==> config.mk <==
export PLATFORM = sky130hd
export DESIGN_NAME = bnpv_min
export DESIGN_NICKNAME = d
export VERILOG_FILES = /design/src/rtl/bnpv_pkg.sv /design/src/rtl/bnpv_min.sv
export SDC_FILE = /design/constraint.sdc
export NUM_CORES = 2
export LEC_CHECK = 0
export BUFFER_PORTS_ARGS = -buffer_cell sky130_fd_sc_hd__buf_2
export CAP_MARGIN = 20
export CORE_AREA = 2 2 585 587
export DETAILED_ROUTE_END_ITERATION = 16
export DIE_AREA = 0 0 587 589
export PLACE_DENSITY = 0.46
export SYNTH_ARGS = -nofsm -noshare
export SYNTH_HDL_FRONTEND = slang
export SYNTH_SLANG_ARGS = --single-unit
==> constraint.sdc <==
create_clock -name clk -period 8.5 [get_ports clk]
set_input_delay 0.425 -clock clk [delete_from_list [all_inputs] [get_ports clk]]
set_output_delay 0.425 -clock clk [all_outputs]
set_load 0.01 [all_outputs]
==> src/rtl/bnpv_pkg.sv <==
// Shared types, widths and register codes for the Bezier nearest-point velocity block.
package bnpv_pkg;

	localparam int SAMPLES_DEF = 24;

	localparam int COORD_W   = 16;
	localparam int CFG_W     = 48;
	localparam int CFG_IDX_W = 3;
	localparam int RAD_W     = 16;
	localparam int SPD_W     = 15;
	localparam int IDX_W     = 5;

	localparam int PC_W   = 28;
	localparam int DIFF_W = 29;
	localparam int SQ_W   = 56;
	localparam int DIST_W = 58;

	localparam int NDIFF_W = 17;
	localparam int NSQ_W   = 34;
	localparam int NSUM_W  = 36;

	localparam int DA_W   = 17;
	localparam int DB_W   = 18;
	localparam int SA_W   = 24;
	localparam int TS_W   = 26;
	localparam int T2_W   = 50;
	localparam int HALF_W = 25;
	localparam int QN_W   = 52;
	localparam int SP2_W  = 30;
	localparam int PP_W   = 55;
	localparam int R_W    = 82;
	localparam int ACC_W  = 90;
	localparam int RR_W   = 29;
	localparam int RR2_W  = 58;

	typedef enum logic [CFG_IDX_W-1:0] {
		REG_START,
		REG_CONTROL,
		REG_END,
		REG_RADIUS,
		REG_SPEED
	} cfg_reg_t;

	typedef logic signed [COORD_W-1:0] coord_t;
	typedef logic signed [PC_W-1:0]    pc_t;
	typedef logic [DIST_W-1:0]         dist_t;

	typedef struct packed {
		logic signed [COORD_W-1:0] pos_x;
		logic signed [COORD_W-1:0] pos_y;
		logic signed [COORD_W-1:0] pos_z;
	} in_item_t;

	typedef struct packed {
		logic                      attached;
		logic [IDX_W-1:0]          nearest_sample;
		logic signed [COORD_W-1:0] vel_x;
		logic signed [COORD_W-1:0] vel_y;
		logic signed [COORD_W-1:0] vel_z;
	} out_item_t;

endpackage

==> src/rtl/bnpv_min.sv <==
// Registered minimum tree over the lane distances; ties go to the lower index.
module bnpv_min import bnpv_pkg::*; #(
	parameter int LANES = SAMPLES_DEF + 1,
	localparam int LVL  = $clog2(LANES)
) (
	input  logic           clk,
	input  logic           adv,
	input  dist_t          dist_in [LANES],
	output dist_t          best,
	output logic [LVL-1:0] best_idx
);

	localparam int LEAVES = 1 << LVL;
	localparam int NODES  = LEAVES - 1;
	localparam int ALL    = NODES + LEAVES;

	dist_t          node_dist_s [NODES];
	logic [LVL-1:0] node_idx_s  [NODES];
	dist_t          all_dist    [ALL];
	logic [LVL-1:0] all_idx     [ALL];

	always_comb begin
		for (int n = 0; n < NODES; n++) begin
			all_dist[n] = node_dist_s[n];
			all_idx[n]  = node_idx_s[n];
		end
		for (int j = 0; j < LEAVES; j++) begin
			all_dist[NODES+j] = (j < LANES) ? dist_in[(j < LANES) ? j : 0] : '1;
			all_idx[NODES+j]  = LVL'(j);
		end
	end

	always_ff @(posedge clk) begin
		if (adv) begin
			for (int n = 0; n < NODES; n++) begin
				if (all_dist[2*n+2] < all_dist[2*n+1]) begin
					node_dist_s[n] <= all_dist[2*n+2];
					node_idx_s[n]  <= all_idx[2*n+2];
				end else begin
					node_dist_s[n] <= all_dist[2*n+1];
					node_idx_s[n]  <= all_idx[2*n+1];
				end
			end
		end
	end

	assign best     = node_dist_s[0];
	assign best_idx = node_idx_s[0];

endmodule

==> impl.org <==
** Cells and area
- After routing the design area is 135000 um^2.
- In the final design database the tool counted 14.0k nets.
- Share of cells above drive strength 1 :: 29.4%
- The area growth from synthesis to layout is 34.4%.

** Logic synthesis
- For this run, asynchronously set or reset flops after synthesis account for 0%.
- Yosys synthesis warning count :: 0
- Most numerous cell types in the synthesized netlist :: sky130_fd_sc_hd__edfxtp_1, sky130_fd_sc_hd__inv_1, sky130_fd_sc_hd__mux2_2
- Library cells used by synthesis :: 65
- Netlist Area Pre-Place :: 100000 um^2
- After synthesis, the mean cell area works out to 12.4 um^2.
- Synth area leaders :: sky130_fd_sc_hd__edfxtp_1, sky130_fd_sc_hd__ha_1, sky130_fd_sc_hd__mux2_2
- Number of nets in the synthesized netlist :: 10.9k
- Counting flops and latches in the post-synthesis netlist gives 1614.
- Summed over all instances, the cell type with the most area after synthesis is sky130_fd_sc_hd__edfxtp_1.
- In this run the biggest area consumer among cell types represents 48.2% of the synthesized area.
- The most common cell in the synthesized netlist is sky130_fd_sc_hd__edfxtp_1.
- Synthesized netlist cell count :: 8112
- The synthesized design contains 1613 enable-type register cells.
- Share of the yosys chip area belonging to registers :: 48.2%
- For this run, the leading register cell type out of synthesis is sky130_fd_sc_hd__edfxtp_1.

** Clock network
- CTS buffer count :: 205
- The clock passes through at most 4 buffers.
- Clock Latency Late Sink :: 0.90 ns
- Clock root buffer :: sky130_fd_sc_hd__clkbuf_16
- After clock tree synthesis, the repair step resized 0 gates.
- Total clock sinks :: 1614
- H-tree depth reported by CTS :: 4
- TritonCTS built the clock tree.
- After clock tree synthesis, the clock-pin slew on the worst setup and hold paths is 0.07 ns.

** Placed design
- Buffers on Ports :: 1514
- Worst-case setup slack after placement :: 3.91 ns
- Total cell area at the placement stage :: 113000 um^2
- Detailed placement finished with a half-perimeter wire length of 326000 um.
- At the end of routability-driven placement, the weighted congestion stood at 0.900.

** Run
- The tool flagged a number of max-cap violations equal to 0.

** Critical path
- R2R Setup Slk :: 4.09 ns
- Counting both buffers and inverters, the worst setup path holds a total of 5.
- Sequence of cells on the critical path :: dlygate4sd3_1 > buf_2 > inv_1 > ha_1 > a21o_1 > a31oi_1 > o2111ai_1 > a211o_1 > a31oi_1 > a21oi_1 > nor3_4 > buf_4 > mux2_2 > dlygate4sd3_1
- At the worst endpoint, the arrival time is 5.33 ns.
- R2R Path Start :: node_dist_s[1][175]
- Maximum net fanout on the critical path :: 41
- Path length in cells of the critical path :: 14
- For this design, the slowest cell found on the critical path is sky130_fd_sc_hd__nor3_4.
- For the worst setup path, the data required time is 9.12 ns.
- Endpoint of the most critical register-to-register path :: node_dist_s[0][576]
- Category of the critical setup timing path :: in2reg
- The worst setup path is captured at a flip-flop.
- For the worst flop-to-flop path, the logic depth is 10.
- In this design, the stage delay of the slowest critical-path cell is 0.78 ns.
- STA classifies the critical path startpoint as an input pin.
- Among cell families on the critical path, the largest total delay comes from buffers and inverters.

** Die
- Measured along the y axis, the die boundary spans 589 um.
- Measured along the x axis, the die boundary spans 587 um.
- The initial utilization of the core area, before any placement, comes to 29.6%.
- Row generation in the floorplan step produced 214 rows.
- The region available for standard cell placement spans 339000 um^2.
- Area enclosed by the die boundary :: 346000 um^2
- Top-level port count :: 1515

** Pwr
- Max rail drop VDD :: 0.166 mV
- Static power due to leakage :: 0.0608 uW
- Total power density per cell area :: 187 nW/um^2

** STA
- Fmax achieved :: 212 MHz
- Setup repair after global routing left no endpoint under its margin.
- The number of pins with negative max-slew slack in the final report was 0.
- Slew @ Worst Pin :: 1.27 ns
- The tightest hold path in the finished design has a slack of 0.111 ns.
- Tightest slew margin relative to the limit :: 15.5%
- Setup violations remaining at the end of the flow were counted as 0.
- Adding up every negative setup slack in the final design gives 0 ns.
- The clock arrives with 0.0657 ns of skew.
- Setup slack on the critical path of the routed design comes to 3.78 ns.
- Final critical path time including I/O delays and setup :: 4.72 ns
- Of the available clock period, the critical path in the final layout requires 55.5%.
- The number of failing hold endpoints at the final stage came to 0.

** Routing
- The count of nets left with antenna violations once routing finished came out at 0.
- Vias after detailed routing :: 75.7k
- Router iterations before antenna repair :: 5
- Dividing the detail-routed wire length by the instance count gives 25.1 um.
- The detailed router finished its first iteration with 4537 violations.
- After detailed routing, the total wire length is 400000 um.
- In the routed design, unresolved DRC markers number 0.
- Dividing the detail-routed via count by the number of cells gives 4.75.

** Global route
- The number of antenna violations at the first check in global routing came to 184.
- Overall fraction of global-route tracks in use :: 22.5%
- Pin count of the biggest net entering global routing :: 196
- The via count of the first global-routing pass was 79.8k.
- Total global routing overflow :: 0
- The first global-routing pass estimated 563000 um of wire.

** Hold path
- The worst hold path passes through 2 cells.
- Hold path startpoint :: dist_in[1312]
- The path with the worst hold slack has its endpoint at node_dist_s[1][36].
- The min-delay analysis places its worst path in the category in2reg.

** Status
- The flow ran to the end, and the final reports show no timing, DRC or antenna violations.
area by class of cell:
cell class                 count  area (um^2)
clock inverter               132         1460
antenna                       95          238
sequential                  1614        48500
timing repair buffer        3031        22700
fill                       32600       204000
multi-input combinational   4911        46000
tap                         4536         5680
clock buffer                 239         5330
inverter                    1394         5230
flip-flops by register name, summed over array words and instances (netlist names):
signal / count
node_dist_s: 1566
node_idx_s: 48
layer usage:
layer	GRT usage [%]	share of wire (%)	up-vias	wire (um)
li1	-	-	36000	-
met3	3.65	4.8	648	19100
met1	28.0	43	37000	170000
met2	39.2	49	2095	195000
met4	8.00	4.0	30	16100
met5	0	0.047	-	190
worst reg2reg max path: stages (launching register included):
cell	delay (ns)
sky130_fd_sc_hd__edfxtp_1	0.43
sky130_fd_sc_hd__inv_1	0.08
sky130_fd_sc_hd__ha_1	0.21
sky130_fd_sc_hd__a21o_1	0.16
sky130_fd_sc_hd__a211oi_1	0.25
sky130_fd_sc_hd__o21ai_0	0.29
sky130_fd_sc_hd__a221oi_1	0.41
sky130_fd_sc_hd__o211ai_1	0.25
sky130_fd_sc_hd__a22oi_2	0.95
sky130_fd_sc_hd__buf_4	0.67
sky130_fd_sc_hd__mux2_2	0.45
timing repair:
| item | in CTS | in global routing |
|---|---|---|
| setup buffers | 0 | 0 |
| hold buffers | 1449 | 0 |
| hold endpoints to repair | 755 | 0 |
cell families (layout without fill, tap and decap cells):
kind of cell               after synthesis  count (layout)  share of synthesized area (%)
AOI/OAI and AO/OA                     1198            1198                           7.56
muxes                                 1413            1413                           15.9
DFF                                   1614            1614                           48.2
other                                    0              95                              0
adders and majority gates             1368            1368                           17.0
buffers and inverters                 1587            4796                           6.21
and+or+nand+nor                        932             932                           5.10
cells in the final DEF, fill, tap and decap left out, types with 63 or more instances in the layout:
cell type	count
sky130_fd_sc_hd__dlygate4sd3_1	1449
sky130_fd_sc_hd__clkbuf_16	208
sky130_fd_sc_hd__o21ai_0	172
sky130_fd_sc_hd__mux2_2	1385
sky130_fd_sc_hd__a21o_1	383
sky130_fd_sc_hd__a21oi_1	439
sky130_fd_sc_hd__nand2b_1	146
sky130_fd_sc_hd__buf_2	1513
sky130_fd_sc_hd__nor2_1	113
sky130_fd_sc_hd__ha_1	1368
sky130_fd_sc_hd__nand2_1	164
sky130_fd_sc_hd__diode_2	95
sky130_fd_sc_hd__buf_4	63
sky130_fd_sc_hd__nand3_1	92
sky130_fd_sc_hd__nand4_1	254
sky130_fd_sc_hd__inv_1	1393
sky130_fd_sc_hd__edfxtp_1	1613
stage by stage:
stage          power, uW  cells  utilization, %
2_1_floorplan      13400   8112               -
3_3_place_gp       15600  14000            33.5
3_5_place_dp       15700  14000            33.5
4_1_cts            25600  15900            39.8
5_1_grt            26500  15900            39.8
6_report           25200  16000            39.8
power breakdown:
| part | total (uW) | internal [uW] | switching, uW |
|---|---|---|---|
| registers | 10600 | 9880 | 739 |
| logic | 5620 | 2830 | 2790 |
| clock network | 8980 | 5280 | 3700 |
| total | 25200 | 18000 | 7230 |
worst max path at each step:
stage | start | to | slack, ns
after CTS | dist_in[930] | node_dist_s[1][196] | 3.81
final | dist_in[814] | node_dist_s[1][289] | 3.78
after detailed placement | dist_in[872] | node_dist_s[1][196] | 3.91
after floorplan | adv | node_dist_s[0][0] | 4.86
after global routing | dist_in[814] | node_dist_s[1][233] | 3.70
after global placement | dist_in[1211] | node_dist_s[1][110] | 3.41
Power figures use the tool's default switching activity.
